<file path="src/rtl/core/tlc_pkg.sv">
// Shared types, constants and helpers for the three-rotor letter cipher.
// Used by tlc_alu, tlc_ram users and the three_rotor_letter_cipher top level.
package tlc_pkg;

  // Alphabet and character constants.
  localparam int unsigned ALPHA = 26;
  localparam logic [7:0] CHAR_A = 8'h41;
  localparam logic [7:0] CHAR_Z = 8'h5A;
  localparam logic [7:0] CHAR_LA = 8'h61;
  localparam logic [7:0] CHAR_LZ = 8'h7A;
  localparam logic [7:0] CASE_OFFSET = 8'd32;

  // Rotor and plug board sizes.
  localparam int unsigned NUM_ROTORS = 3;
  localparam int unsigned NUM_PLUGS_DEF = 10;

  // Wiring RAM: four tables of 32 slots each, 26 of them used.
  localparam int unsigned WIRE_SLOTS = 32;
  localparam int unsigned WIRE_DEPTH = 4 * WIRE_SLOTS;
  localparam int unsigned WIRE_AW = $clog2(WIRE_DEPTH);
  localparam logic [1:0] TBL_REFL = 2'd3;
  localparam logic [4:0] LAST_CONTACT = 5'(ALPHA - 1);

  // Configuration register indexes.
  localparam logic REG_NOTCH_FIRST = 1'b0;
  localparam logic REG_NOTCH_SECOND = 1'b1;

  // Item modes.
  typedef enum logic [1:0] {
    MODE_ENCODE      = 2'd0,
    MODE_LOAD_WIRING = 2'd1,
    MODE_LOAD_PLUG   = 2'd2,
    MODE_SET_POS     = 2'd3
  } mode_e;

  // Shared arithmetic unit operations.
  typedef enum logic {
    ALU_ADD = 1'b0,
    ALU_SUB = 1'b1
  } alu_op_e;

  // Sequencer states.
  typedef enum logic [3:0] {
    ST_IDLE,
    ST_PLUG,
    ST_FWD_ADDR,
    ST_FWD_DATA,
    ST_REFL_ADDR,
    ST_REFL_DATA,
    ST_BACK_SCAN,
    ST_BACK_LAST,
    ST_BACK_SUB,
    ST_STEP,
    ST_FINISH
  } state_e;

  // Input word.
  typedef struct packed {
    logic [1:0] mode;
    logic [7:0] char_in;
    logic [1:0] table_select;
    logic [4:0] slot;
    logic [4:0] entry;
    logic [3:0] plug_slot;
    logic [4:0] plug_first;
    logic [4:0] plug_second;
    logic [1:0] rotor_select;
    logic [4:0] position;
  } in_word_t;

  // Output word.
  typedef struct packed {
    logic [7:0] char_out;
    logic       error;
  } out_word_t;

  // One plug pair.
  typedef struct packed {
    logic [4:0] first;
    logic [4:0] second;
  } plug_t;

  // Reduces a value below 64 modulo 26.
  function automatic logic [4:0] fold26(input logic [5:0] v);
    logic [5:0] r;
    if (v >= 6'(2 * ALPHA)) begin
      r = v - 6'(2 * ALPHA);
    end else if (v >= 6'(ALPHA)) begin
      r = v - 6'(ALPHA);
    end else begin
      r = v;
    end
    return r[4:0];
  endfunction

endpackage

</file>
<file path="src/rtl/core/three_rotor_letter_cipher.sv">
// Top level of the three-rotor letter cipher: sequencer, rotor state and plug board.
// Depends on tlc_pkg, tlc_alu and tlc_ram.
//
// Load words (wiring entry, plug pair, rotor position) give no result. A non-letter
// returns an error word. Most of the work of encoding a letter is the three
// reverse-wiring searches, which read the wiring RAM one contact per cycle; each plug
// board pass scans one pair per cycle and stops at the first match, and rotor stepping
// moves one rotor at a time. The block takes one word at a time; a finished result sits
// in an output register, so the next word is accepted while the result waits to be
// taken. Wiring entries that were never loaded read as arbitrary values.
module three_rotor_letter_cipher #(
  parameter int unsigned NUM_PLUGS = tlc_pkg::NUM_PLUGS_DEF
) (
  input  logic                clk_i,
  input  logic                rst_ni,
  input  logic                in_valid_i,
  output logic                in_stall_o,
  input  tlc_pkg::in_word_t   in_word_i,
  output logic                out_valid_o,
  input  logic                out_stall_i,
  output tlc_pkg::out_word_t  out_word_o,
  input  logic                cfg_we_i,
  input  logic                cfg_index_i,
  input  logic [4:0]          cfg_data_i
);

  import tlc_pkg::*;

  localparam int unsigned PIDX_W = (NUM_PLUGS > 1) ? $clog2(NUM_PLUGS) : 1;

  state_e state_q, state_d;

  logic [4:0] notch_first_q, notch_second_q;
  plug_t      plug_q [NUM_PLUGS];
  logic [4:0] pos_q [NUM_ROTORS];

  logic [4:0]        x_q;
  logic              err_q;
  logic              pass2_q;
  logic [PIDX_W-1:0] k_q;
  logic [1:0]        r_q;
  logic [4:0]        j_q;
  logic              rd_vld_q;
  logic [4:0]        rd_idx_q;
  logic              found_q;
  logic [4:0]        hit_q;

  logic      out_valid_q;
  out_word_t out_q;

  // Input decode.
  logic       in_acc;
  mode_e      in_mode;
  logic [7:0] char_up;
  logic       is_letter;

  // Datapath signals.
  alu_op_e            alu_op;
  logic [4:0]         alu_a, alu_b, alu_y;
  logic [WIRE_AW-1:0] ram_raddr;
  logic [4:0]         ram_rdata;
  logic               ram_we;
  logic [4:0]         pos_sel;
  logic [4:0]         notch_sel;
  logic               plug_hit_first, plug_hit_second, plug_last, plug_done;
  logic               scan_match;
  logic               carry;
  logic               out_load;

  assign in_acc  = in_valid_i && !in_stall_o;
  assign in_mode = mode_e'(in_word_i.mode);

  // Case folding and letter check.
  always_comb begin
    if (in_word_i.char_in >= CHAR_LA && in_word_i.char_in <= CHAR_LZ) begin
      char_up = in_word_i.char_in - CASE_OFFSET;
    end else begin
      char_up = in_word_i.char_in;
    end
  end
  assign is_letter = (char_up >= CHAR_A) && (char_up <= CHAR_Z);

  // Status of the plug board scan, the reverse search and stepping.
  assign plug_hit_first  = (x_q == plug_q[k_q].first);
  assign plug_hit_second = (x_q == plug_q[k_q].second);
  assign plug_last       = (k_q == PIDX_W'(NUM_PLUGS - 1));
  assign plug_done       = plug_hit_first || plug_hit_second || plug_last;
  assign scan_match      = rd_vld_q && !found_q && (ram_rdata == x_q);
  assign pos_sel         = pos_q[r_q];
  assign notch_sel       = (r_q == 2'd0) ? notch_first_q : notch_second_q;
  assign carry           = (alu_y == notch_sel) && (r_q < 2'(NUM_ROTORS - 1));
  assign out_load        = !out_valid_q || !out_stall_i;

  // Next-state logic of the sequencer.
  always_comb begin
    state_d = state_q;
    case (state_q)
      ST_IDLE: begin
        if (in_acc && in_mode == MODE_ENCODE) begin
          state_d = is_letter ? ST_PLUG : ST_FINISH;
        end
      end
      ST_PLUG: begin
        if (plug_done) begin
          state_d = pass2_q ? ST_STEP : ST_FWD_ADDR;
        end
      end
      ST_FWD_ADDR:  state_d = ST_FWD_DATA;
      ST_FWD_DATA:  state_d = (r_q == 2'(NUM_ROTORS - 1)) ? ST_REFL_ADDR : ST_FWD_ADDR;
      ST_REFL_ADDR: state_d = ST_REFL_DATA;
      ST_REFL_DATA: state_d = ST_BACK_SCAN;
      ST_BACK_SCAN: begin
        if (j_q == LAST_CONTACT) begin
          state_d = ST_BACK_LAST;
        end
      end
      ST_BACK_LAST: state_d = ST_BACK_SUB;
      ST_BACK_SUB:  state_d = (r_q == 2'd0) ? ST_PLUG : ST_BACK_SCAN;
      ST_STEP: begin
        if (!carry) begin
          state_d = ST_FINISH;
        end
      end
      ST_FINISH: begin
        if (out_load) begin
          state_d = ST_IDLE;
        end
      end
      default: state_d = ST_IDLE;
    endcase
  end

  // Output logic of the sequencer: stall, ALU operands and RAM read address.
  always_comb begin
    in_stall_o = (state_q != ST_IDLE);
    alu_op     = ALU_ADD;
    alu_a      = x_q;
    alu_b      = pos_sel;
    ram_raddr  = {r_q, j_q};
    case (state_q)
      ST_FWD_ADDR: begin
        ram_raddr = {r_q, alu_y};
      end
      ST_REFL_ADDR: begin
        ram_raddr = {TBL_REFL, x_q};
      end
      ST_BACK_SUB: begin
        alu_op = ALU_SUB;
        alu_a  = hit_q;
      end
      ST_STEP: begin
        alu_a = pos_sel;
        alu_b = 5'd1;
      end
      default: begin
        ram_raddr = {r_q, j_q};
      end
    endcase
  end

  // Shared modulo-26 unit.
  tlc_alu u_alu (
    .op_i (alu_op),
    .a_i  (alu_a),
    .b_i  (alu_b),
    .y_o  (alu_y)
  );

  // Wiring tables, loaded straight from the input word.
  assign ram_we = in_acc && (in_mode == MODE_LOAD_WIRING) &&
                  (in_word_i.slot < 5'(ALPHA));

  tlc_ram #(
    .WIDTH (5),
    .DEPTH (WIRE_DEPTH)
  ) u_wiring (
    .clk_i   (clk_i),
    .we_i    (ram_we),
    .waddr_i ({in_word_i.table_select, in_word_i.slot}),
    .wdata_i (fold26(6'(in_word_i.entry))),
    .raddr_i (ram_raddr),
    .rdata_o (ram_rdata)
  );

  // Sequencer state register.
  always_ff @(posedge clk_i or negedge rst_ni) begin
    if (!rst_ni) begin
      state_q <= ST_IDLE;
    end else begin
      state_q <= state_d;
    end
  end

  // Notch registers.
  always_ff @(posedge clk_i or negedge rst_ni) begin
    if (!rst_ni) begin
      notch_first_q  <= '0;
      notch_second_q <= '0;
    end else if (cfg_we_i) begin
      if (cfg_index_i == REG_NOTCH_FIRST) begin
        notch_first_q <= cfg_data_i;
      end
      if (cfg_index_i == REG_NOTCH_SECOND) begin
        notch_second_q <= cfg_data_i;
      end
    end
  end

  // Plug board pairs.
  always_ff @(posedge clk_i or negedge rst_ni) begin
    if (!rst_ni) begin
      for (int i = 0; i < NUM_PLUGS; i++) begin
        plug_q[i] <= '0;
      end
    end else if (in_acc && in_mode == MODE_LOAD_PLUG &&
                 32'(in_word_i.plug_slot) < NUM_PLUGS) begin
      plug_q[in_word_i.plug_slot[PIDX_W-1:0]] <= '{
        first:  fold26(6'(in_word_i.plug_first)),
        second: fold26(6'(in_word_i.plug_second))
      };
    end
  end

  // Rotor positions: set by load words, advanced after each letter.
  always_ff @(posedge clk_i or negedge rst_ni) begin
    if (!rst_ni) begin
      for (int i = 0; i < NUM_ROTORS; i++) begin
        pos_q[i] <= '0;
      end
    end else if (in_acc && in_mode == MODE_SET_POS &&
                 in_word_i.rotor_select < 2'(NUM_ROTORS)) begin
      pos_q[in_word_i.rotor_select] <= fold26(6'(in_word_i.position));
    end else if (state_q == ST_STEP) begin
      pos_q[r_q] <= alu_y;
    end
  end

  // Letter datapath: current letter, counters and reverse search result.
  always_ff @(posedge clk_i) begin
    rd_vld_q <= (state_q == ST_BACK_SCAN);
    rd_idx_q <= j_q;
    if (scan_match) begin
      found_q <= 1'b1;
      hit_q   <= rd_idx_q;
    end
    case (state_q)
      ST_IDLE: begin
        x_q     <= 5'(char_up - CHAR_A);
        err_q   <= !is_letter;
        pass2_q <= 1'b0;
        k_q     <= '0;
      end
      ST_PLUG: begin
        if (plug_hit_first) begin
          x_q <= plug_q[k_q].second;
        end else if (plug_hit_second) begin
          x_q <= plug_q[k_q].first;
        end
        if (plug_done) begin
          r_q <= 2'd0;
        end else begin
          k_q <= k_q + PIDX_W'(1);
        end
      end
      ST_FWD_DATA: begin
        x_q <= ram_rdata;
        r_q <= r_q + 2'd1;
      end
      ST_REFL_DATA: begin
        x_q     <= ram_rdata;
        r_q     <= 2'(NUM_ROTORS - 1);
        j_q     <= '0;
        found_q <= 1'b0;
        hit_q   <= '0;
      end
      ST_BACK_SCAN: begin
        j_q <= j_q + 5'd1;
      end
      ST_BACK_SUB: begin
        x_q     <= alu_y;
        j_q     <= '0;
        found_q <= 1'b0;
        hit_q   <= '0;
        if (r_q == 2'd0) begin
          pass2_q <= 1'b1;
          k_q     <= '0;
        end else begin
          r_q <= r_q - 2'd1;
        end
      end
      ST_STEP: begin
        if (carry) begin
          r_q <= r_q + 2'd1;
        end
      end
      default: begin
        x_q <= x_q;
      end
    endcase
  end

  // Output register.
  always_ff @(posedge clk_i or negedge rst_ni) begin
    if (!rst_ni) begin
      out_valid_q <= 1'b0;
    end else if (state_q == ST_FINISH && out_load) begin
      out_valid_q <= 1'b1;
    end else if (!out_stall_i) begin
      out_valid_q <= 1'b0;
    end
  end

  always_ff @(posedge clk_i) begin
    if (state_q == ST_FINISH && out_load) begin
      out_q.char_out <= err_q ? 8'd0 : (8'(x_q) + CHAR_A);
      out_q.error    <= err_q;
    end
  end

  assign out_valid_o = out_valid_q;
  assign out_word_o  = out_q;

endmodule

</file>
<file path="src/rtl/core/tlc_ram.sv">
// Generic single write port RAM with one registered read port.
// No dependencies.
module tlc_ram #(
  parameter int unsigned WIDTH = 5,
  parameter int unsigned DEPTH = 128
) (
  input  logic                     clk_i,
  input  logic                     we_i,
  input  logic [$clog2(DEPTH)-1:0] waddr_i,
  input  logic [WIDTH-1:0]         wdata_i,
  input  logic [$clog2(DEPTH)-1:0] raddr_i,
  output logic [WIDTH-1:0]         rdata_o
);

  logic [WIDTH-1:0] mem_q [DEPTH];
  logic [WIDTH-1:0] rdata_q;

  // Write port and registered read port.
  always_ff @(posedge clk_i) begin
    if (we_i) begin
      mem_q[waddr_i] <= wdata_i;
    end
    rdata_q <= mem_q[raddr_i];
  end

  assign rdata_o = rdata_q;

endmodule

</file>
<file path="src/rtl/core/tlc_alu.sv">
// Shared modulo-26 add/subtract unit of the letter cipher.
// Depends on tlc_pkg for the operation codes and the fold helper.
module tlc_alu (
  input  tlc_pkg::alu_op_e op_i,
  input  logic [4:0]       a_i,
  input  logic [4:0]       b_i,
  output logic [4:0]       y_o
);

  import tlc_pkg::*;

  logic [5:0] sum;

  // Subtraction adds the complement 26 - b, so the sum stays below 64.
  always_comb begin
    case (op_i)
      ALU_ADD: sum = 6'(a_i) + 6'(b_i);
      ALU_SUB: sum = 6'(a_i) + (6'(ALPHA) - 6'(b_i));
      default: sum = 6'(a_i);
    endcase
  end

  assign y_o = fold26(sum);

endmodule

</file>
<file path="config.mk">
export PLATFORM = sky130hd
export DESIGN_NAME = three_rotor_letter_cipher
export DESIGN_NICKNAME = d
export VERILOG_FILES = /design/src/rtl/core/tlc_pkg.sv /design/src/rtl/core/three_rotor_letter_cipher.sv /design/src/rtl/core/tlc_ram.sv /design/src/rtl/core/tlc_alu.sv
export SDC_FILE = /design/constraint.sdc
export NUM_CORES = 1
export LEC_CHECK = 0
export BUFFER_PORTS_ARGS = -buffer_cell sky130_fd_sc_hd__clkbuf_2
export CAP_MARGIN = 10
export CORE_MARGIN = 2
export CORE_UTILIZATION = 45
export DETAILED_ROUTE_END_ITERATION = 8
export GPL_TIMING_DRIVEN = 0
export PLACE_DENSITY_LB_ADDON = 0.15
export SLEW_MARGIN = 20
export SYNTH_ARGS = -nofsm -noshare
export SYNTH_HDL_FRONTEND = slang
export SYNTH_SLANG_ARGS = --single-unit
</file>
<file path="constraint.sdc">
create_clock -name clk_i -period 17.1 [get_ports clk_i]
set_input_delay 3.42 -clock clk_i [delete_from_list [all_inputs] [get_ports clk_i]]
set_output_delay 3.42 -clock clk_i [all_outputs]
set_load 0.02 [all_outputs]
</file>
**Yosys cells after proc, flatten, opt, wreduce, memory -nomap -nowiden**

Memory sizes are Yosys's and may differ from the RTL's. A register that Yosys moved wholly into a read port is not among the register bits.
Index checks and enable logic that the tools add are counted.

- Latch bits: 0
- Memory bits (writable): 640
- Output and inout port bits: 11
- ROM bits: 0
- Input bits: 54
- Word-level logic and storage cells: 230
- Flip-flop bits (word level): 169
- Memories kept: 1

Memory list:

| memory | depth | width | read ports | clocked after Yosys merged registers in | write ports | line | source |
|---|---|---|---|---|---|---|---|
| u_wiring.mem_q | 128 | 5 | 1 | 1 | 1 | tlc_ram.sv:15 | `logic [WIDTH-1:0] mem_q [DEPTH];` |

- Mux-type cells: 64
- Magnitude comparators: 25
- Divide/modulo/power cells: 0
- Multipliers: 0
- Shift operators: 0
- Reduce and logical (&&, ||, !) cells: 44
- Eq/ne operators: 31
- $add $sub $neg: 20
- Bitwise logic cells: 6

Operators with widths:

| cell | number |
|---|---|
| 5-bit two-way mux | 21 |
| 100-bit bitwise mux | 1 |
| 5-bit subtractor (second input constant) | 10 |
| 4-bit case mux with 11 select lines | 1 |
| 10-bit binary-select mux with 4-bit select | 1 |
| 10-bit demux with 4-bit select | 1 |
| 4-bit two-way mux | 9 |
| 15-bit bitwise mux | 2 |
| 5-bit greater-or-equal comparator (second input constant) | 6 |
| 10-bit two-way mux | 3 |
| 15-bit two-way mux | 2 |
| 5-bit by 6-bit greater-or-equal comparator with 1-bit output (second input constant) | 4 |
| 5-bit demux with 2-bit select | 2 |
| 5-bit equality test | 4 |
| 5-bit case mux with 2 select lines | 2 |
| 5-bit case mux with 4 select lines | 1 |
| 2-bit inequality test (second input constant) | 9 |
| 1-bit logical AND | 17 |
| 4-bit by 3-bit equality test with 1-bit output (second input constant) | 4 |
| 4-bit equality test (second input constant) | 4 |
| 8-bit by 7-bit greater-or-equal comparator with 1-bit output (second input constant) | 2 |
| 8-bit by 7-bit <= comparator with 1-bit output (second input constant) | 2 |
| 7-bit case mux with 2 select lines | 1 |
| 4-bit case mux with 3 select lines | 1 |
| 49 further kinds | 80 |

**Logic depth before layout (Yosys ltp)**

Gate-level depths: netlist of run 1.

- Word-level depth: 15
- Gate-level depth with buffers: 31
- Depth with buffers taken out: 25

**By module**

From an unflattened synthesis of run 1, not the netlist that was laid out.

- Cell total of the unflattened synthesis: 2136
- Area, all modules: 35203.8 um^2

Modules (own cells, without submodules):

| module | cells an instance | instances | area an instance (um^2) |
|---|---|---|---|
| tlc_ram | 1090 | 1 | 25060.3 |
| three_rotor_letter_cipher | 942 | 1 | 9308.9 |
| tlc_alu | 104 | 1 | 834.6 |

**Worst setup path after synthesis of run 1**

Ideal clock, no wire load.

- Path kind: input port to flip-flop
- Start: input in_word_i[22] (netlist bit)
- End: memory u_wiring.mem_q[0][3] (data pin)
- Path slack: 7011 ps
- Buffers on the path: 0
- Cell stages on the path: 4
- Data arrival time: 8845 ps
- Path through: inv_1 -> ha_1 -> inv_1 -> a21boi_0

- Cells in the longest elaborated chain, start to end: 3
- Elaborated cells on any way between the ends: 6
- Those cells by class: add/sub (2); order compare (2); mux (2)

RTL lines:

| item | line | source |
|---|---|---|
| start: declaration | three_rotor_letter_cipher.sv:18 | `input tlc_pkg::in_word_t in_word_i,` |
| 5-bit subtractor / 5-bit greater-or-equal comparator (equally long branches) | tlc_pkg.sv:89, tlc_pkg.sv:88 |  |
| 5-bit two-way mux | tlc_pkg.sv:88 | `end else if (v >= 6'(ALPHA)) begin` |
| 5-bit two-way mux * | tlc_pkg.sv:86 | `if (v >= 6'(2 * ALPHA)) begin` |
| net u_wiring.wdata_i[3] | tlc_ram.sv:10 | `input logic [WIDTH-1:0] wdata_i,` |
| end: declaration | tlc_ram.sv:15 |  |

The timed path passes the listed nets; every way through them passes the cells marked *.

**Worst setup path in the final report of run 1**

- Start: register r_q[0]
- End: register u_wiring.rdata_q[1], in the netlist u_wiring.rdata_o[1] (read register of u_wiring.mem_q)

- Cells in the longest elaborated chain, start to end: 12
- Elaborated cells on any way between the ends: 17
- Those cells by class: add/sub (5); order compare (2); mux (9); bitwise (1)

RTL lines:

| item | line | source |
|---|---|---|
| start: declaration | three_rotor_letter_cipher.sv:41 | `logic [1:0] r_q;` |
| start signal: assignment | three_rotor_letter_cipher.sv:267 | `r_q <= r_q + 2'd1;` |
| start signal: assignment | three_rotor_letter_cipher.sv:271 | `r_q <= 2'(NUM_ROTORS - 1);` |
| start signal: assignment | three_rotor_letter_cipher.sv:288 | `r_q <= r_q - 2'd1;` |
| 2-bit NOT with 3-bit output (not written as such) | three_rotor_letter_cipher.sv:89 | `assign pos_sel = pos_q[r_q];` |
| 5-bit binary-select mux with 2-bit select | three_rotor_letter_cipher.sv:89 |  |
| 5-bit two-way mux (not written as such) (2 in series) | three_rotor_letter_cipher.sv:89 |  |
| 5-bit two-way mux | three_rotor_letter_cipher.sv:140 | `case (state_q)` |
| 5-bit by 5-bit subtractor with 6-bit output | tlc_alu.sv:18 | `ALU_SUB: sum = 6'(a_i) + (6'(ALPHA) - 6'(b_i));` |
| 5-bit by 6-bit adder with 6-bit output | tlc_alu.sv:18 |  |
| 6-bit case mux with 2 select lines | tlc_alu.sv:16 | `case (op_i)` |
| 5-bit subtractor / 6-bit by 5-bit greater-or-equal comparator with 1-bit output (equally long branches) | tlc_pkg.sv:89, tlc_pkg.sv:88 |  |
| 5-bit two-way mux | tlc_pkg.sv:88 |  |
| 5-bit two-way mux | tlc_pkg.sv:86 |  |
| 7-bit case mux with 2 select lines * | three_rotor_letter_cipher.sv:140 |  |
| end: declaration | tlc_ram.sv:16 | `logic [WIDTH-1:0] rdata_q;` |

Mark *: on every way between the ends. The rest lies on a longest branch, timed or not. The select of a mux whose other input is x is not followed.
A chain may end at the register's enable or synchronous reset.

==> results.cfg, run 1 <==
[synth]
ys_ff_latch = 813
ys.flop_type = edfxtp_1
yosysTopAreaCellShare = 0.560
syn_area_per_cell_um2 = 13.6
synth_edf_count = 666
syn-cell-area_um2 = 35700
synth_top_cell_by_area = edfxtp_1
synth.distinct_cells = 82
seq_area_frac_synth = 0.661
yosys_warnings = 0
synthTopCellsByArea = edfxtp_1 (56%), dfrtp_1 (9.1%), mux4_2 (5.0%), nand2_1 (4.2%), mux2i_1 (3.9%)
syn_inst = 2624
synth.most_common_cell = edfxtp_1
async_flop_share = 0.160
synth_common_cells = edfxtp_1 (666), nand2_1 (395), nor2_1 (182), mux2i_1 (139), dfrtp_1 (130)

[timing]
slew_violations = 0
finalSetupViolCount = 0
finalCritPeriodShare = 0.511
finClkSkew_ns = 0.0326
maxSlewHeadroom = 0.194
clock.fmax_mhz = 114
min_period_ns = 8.73
tightest_slew_ns = 1.21
hold_violations = 0
rsz0062_at_grt = false
setup_tns_ns = 0

[setup_path]
required_ns = 17.52
worst_ep_arrival_time_ns = 9.15
cp_max_fo = 10
r2r-start = r_q[0]
crit_path_max_incr_delay_ns = 0.99
cp_top_family = compound AO/OA/AOI/OAI gates
cp-startpoint = r_q[0]
critPathLaunchType = flop
r2r_setup_slack_ns = 8.37
r2r-end = u_wiring.rdata_o[1]
crit_type = reg2reg
r2r_cells = 26
endpoint_kind = flop
cpMaxStageDelayCell = a2111oi_0
cp_num_buf_inv = 5

[global_route]
grt_max_degree = 107
overflow = 0
grt_usage = 0.257
grt_pass1_wl_um = 153000
grt_pass1_vias = 23000
antenna_found_initial = 2

[layout]
final_nets = 3010
synthToLayoutAreaGrowth_pct = 15.1
drive_gt1_frac = 0.148
fill_cells = 6750

[drt]
first_pass_iters = 6
wire_per_inst_um = 26.1
via_per_inst = 5.84
drc = 0
drt_iter0_drc = 2664
wirelength_um = 105000
vias = 23600
ant_nets = 0

[hold_path]
min_path_cells = 0
hold_path.class = reg2reg
min_to = rd_idx_q[4]
min-delay-start = j_q[4]

[clocking]
cts_tree = built
cts_hold_buf = 0
post_cts_buffers = 0
cts-resized-gates = 0
htreeDepth = 3
ctsLongestPathBuffers = 3
cts_root_buf = clkbuf_16
clk_latency_ns = 0.65
path_clk_slew_ns = 0.06
cts_buffers = 87
clock_sinks = 813

[placement]
portBuffers = 63
dp_hpwl_um = 73900
gp_congestion = 0.970

[floorplan]
initial_core_util = 0.453
dieArea_um2 = 81600
die_w_um = 286
pin_count = 65
die_h_um = 286
core_um2 = 78700
rows = 103

[status]
status = completed

[flow_run]
maxCapViolCount = 0
-- cell type report --
class,instances,area (µm²),area share
buffer,153,803,0.0196
antenna,1,2.50,0.0000609
multi-input combinational,1733,11600,0.284
clock buffer,101,2240,0.0545
timing repair buffer,85,751,0.0183
tap,1050,1310,0.0320
clock inverter,55,564,0.0137
inverter,45,169,0.00411
sequential,813,23600,0.574
-- worst max-delay path by stage --
stage / endpoint / cells after the start
floorplan: u_wiring.mem_q[0][3] / 4
global placement: u_wiring.mem_q[2][1] / 4
detailed placement: u_wiring.rdata_o[0] / 26
CTS: u_wiring.rdata_o[0] / 26
global route: u_wiring.rdata_o[1] / 26
finish: u_wiring.rdata_o[1] / 26
-- layout by cell type, fill, tap and decap left out, drive strengths merged, types with 7 or more instances in the layout --
cell	n
nand2b	16
o22ai	10
inv	47
a21oi	94
o211ai	27
and2	8
bufinv	10
nand3	104
conb	121
nor3	32
mux2	56
dfrtp	130
and3	22
buf	98
nor2b	15
xor2	11
dfxtp	17
nand4	27
a2111oi	8
a22o	13
a31oi	14
a221oi	18
or3	7
mux4	79
ha	36
a211oi	14
a311oi	11
a22oi	8
o221ai	15
nor2	183
clkbuf	241
o21ai	131
clkinv	42
edfxtp	666
a221o	8
o2111ai	7
a21o	7
nand2	395
mux2i	140
xnor2	29
-- registers in the layout, summed over array words and instances, names as in the netlist, 5 cells and up --
name	flops
notch_first_q	5
notch_second_q	5
out_word_o	8
rd_idx_q	5
hit_q	5
j_q	5
u_wiring.mem_q	640
x_q	5
u_wiring.rdata_o	5
plug_q	100
pos_q	15
-- per-layer routing --
| layer | wire [µm] | vias up | GRT usage |
|---|---|---|---|
| li1 | - | 10400 | - |
| met1 | 42400 | 11900 | 0.340 |
| met2 | 50100 | 988 | 0.418 |
| met3 | 7600 | 279 | 0.0433 |
| met4 | 5330 | 2 | 0.118 |
| met5 | 13 | - | 0 |
-- logic make-up after synthesis --
family,Yosys count,share of synthesized area
AOI/OAI and AO/OA,416,0.0763
xor gates and xnor gates,40,0.00982
adders and majority gates,43,0.0151
buffers and inverters,198,0.0271
DFF,813,0.661
muxes,275,0.107
other,1,0.000105
and+or+nand+nor,838,0.103
-- per-stage QoR --
| step | setup slack [ns] | util | hold WS [ns] | instances | instance area, µm² |
|---|---|---|---|---|---|
| final | 8.37 | 0.522 | 0.459 | 4036 | 41100 |
| after global routing | 8.00 | 0.522 | 0.477 | 4035 | 41100 |
| after CTS | 8.43 | 0.522 | 0.459 | 4035 | 41100 |
| after detailed placement | 8.45 | 0.486 | 0.441 | 3879 | 38300 |
| after global placement | 1.12 | 0.480 | 0.435 | 3857 | 37800 |
| after floorplan | 7.01 | - | 0.411 | 2744 | 36100 |
Power of run 1 is left out: the tool's default activity adds up to more than one toggle a clock period on the data nets, which glitch-free logic cannot reach.
==> run 2, diff against run 1 <==
clock period = 7.95 ns   (was 17.1 ns; I/O delays follow)
==> run 2 against run 1 <==
  * First-iteration DRC count increased by 7.9%
  * Core utilization is 0.065 points higher
  * Cell area is 0.12% higher
  * Non-clock buffer count rose by 1
  * Critical path depth fell by 1
  * Maximum frequency is 13% higher
  * Via count down 0.92%
==> results.cfg, run 2 (same netlist as run 1, synthesis figures left out) <==
[status]
status = completed

[floorplan]
dieArea_um2 = 81600
core_um2 = 78700
die_h_um = 286
rows = 103
die_w_um = 286
pin_count = 65
initial_core_util = 0.453

[timing]
finClkSkew_ns = 0.0194
slew_violations = 0
min_period_ns = 7.71
finalSetupViolCount = 0
maxSlewHeadroom = 0.216
clock.fmax_mhz = 130
finalCritPeriodShare = 0.970
hold_violations = 0
hold_ws_ns = 0.465
rsz0062_at_grt = false
setup_tns_ns = 0
tightest_slew_ns = 1.18

[clocking]
clk_latency_ns = 0.65
path_clk_slew_ns = 0.06
htreeDepth = 3
clock_sinks = 813
cts_tree = built
cts_root_buf = clkbuf_16
ctsLongestPathBuffers = 3
cts_buffers = 88

[setup_path]
r2r-end = u_wiring.rdata_o[1]
endpoint_kind = flop
cp-startpoint = r_q[1]
r2r_setup_slack_ns = 0.24
cpMaxStageDelayCell = clkbuf_1
cp_top_family = compound AO/OA/AOI/OAI gates
crit_type = reg2reg
crit_end = u_wiring.rdata_o[1]
critPathLaunchType = flop
r2r_cells = 25
cp_num_buf_inv = 3
r2r-start = r_q[1]
cp_max_fo = 10
crit_path_max_incr_delay_ns = 0.70
worst_ep_arrival_time_ns = 8.18
required_ns = 8.42
crit_cells = 25

[layout]
layout_common_cells = edfxtp_1 (666), nand2_1 (395), nor2_1 (181)
final_area_um2 = 41100
top_regs = u_wiring.mem_q (640), plug_q (100), pos_q (15)
top_register = u_wiring.mem_q
drive_gt1_frac = 0.154
synthToLayoutAreaGrowth_pct = 15.3
final_common_cell = edfxtp_1
largest_reg_flops = 640
final_nets = 3012

[drt]
via_per_inst = 5.79
first_pass_iters = 6
vias = 23400
drc = 0
wirelength_um = 105000
wire_per_inst_um = 25.9
ant_nets = 0
drt_iter0_drc = 2875

[global_route]
grt_usage = 0.256
grt_pass1_wl_um = 153000
grt_max_degree = 103
antenna_found_initial = 2
grt_pass1_vias = 23300
overflow = 0

[placement]
dp_hpwl_um = 73700
portBuffers = 63
place_area_um2 = 38300
gp_congestion = 0.962

[hold_path]
hold_path.class = reg2reg

[flow_run]
maxCapViolCount = 0
==> run 2: cell types whose count changed in the layout (fill, tap and decap cells not counted), moves of 2 or more <==
cell / before / now
a2111oi_0: 6 / 4
a2111oi_2: 0 / 3
buf_2: 45 / 43
buf_4: 10 / 14
bufinv_16: 10 / 6
clkbuf_1: 86 / 81
clkbuf_16: 87 / 90
clkbuf_2: 65 / 71
clkinv_1: 24 / 16
clkinv_4: 0 / 3
==> run 2: per-stage QoR <==
step | utilization | cells | worst slack, ns
after detailed placement | 0.486 | 3880 | -0.762
after global placement | 0.480 | 3857 | -6.18
final | 0.522 | 4034 | 0.237
after CTS | 0.522 | 4031 | 0.0690
after floorplan | - | 2744 | 1.38
after global routing | 0.522 | 4033 | 0.0741
==> run 2: what timing repair did <==
action / in CTS / in global routing
setup endpoints to repair: 5 / 5
gates cloned: 0 / 0
pin swaps: 1 / 2
gates resized for setup: 9 / 12
buffers inserted: 0 / 2
hold buffers: 0 / 0
==> run 2: per-layer routing <==
metal	GRT usage	vias up	part of all wire
met5	0	-	0.00011
met4	0.108	2	0.045
met3	0.0415	229	0.080
met2	0.421	1077	0.48
met1	0.339	11700	0.40
li1	-	10400	-
==> run 2: worst min-delay path by stage <==
stage | startpoint | end | depth (start not counted)
floorplan | j_q[4] | rd_idx_q[4] | 0
global placement | j_q[4] | rd_idx_q[4] | 0
detailed placement | j_q[4] | rd_idx_q[4] | 0
CTS | j_q[4] | rd_idx_q[4] | 0
global route | j_q[4] | rd_idx_q[4] | 0
finish | j_q[4] | rd_idx_q[4] | 0
==> run 2: cell type report <==
| type | count | area [µm²] |
|---|---|---|
| diodes | 1 | 2.50 |
| fillers | 6681 | 37600 |
| multi-input cells | 1733 | 11700 |
| clock buffers | 109 | 2340 |
| repair buffers | 88 | 796 |
| inverters | 45 | 169 |
| clock inverters | 44 | 432 |
| flip-flops and latches | 813 | 23600 |
| plain buffers | 151 | 810 |
| well taps | 1050 | 1310 |
Power of run 2 is left out for the same reason.
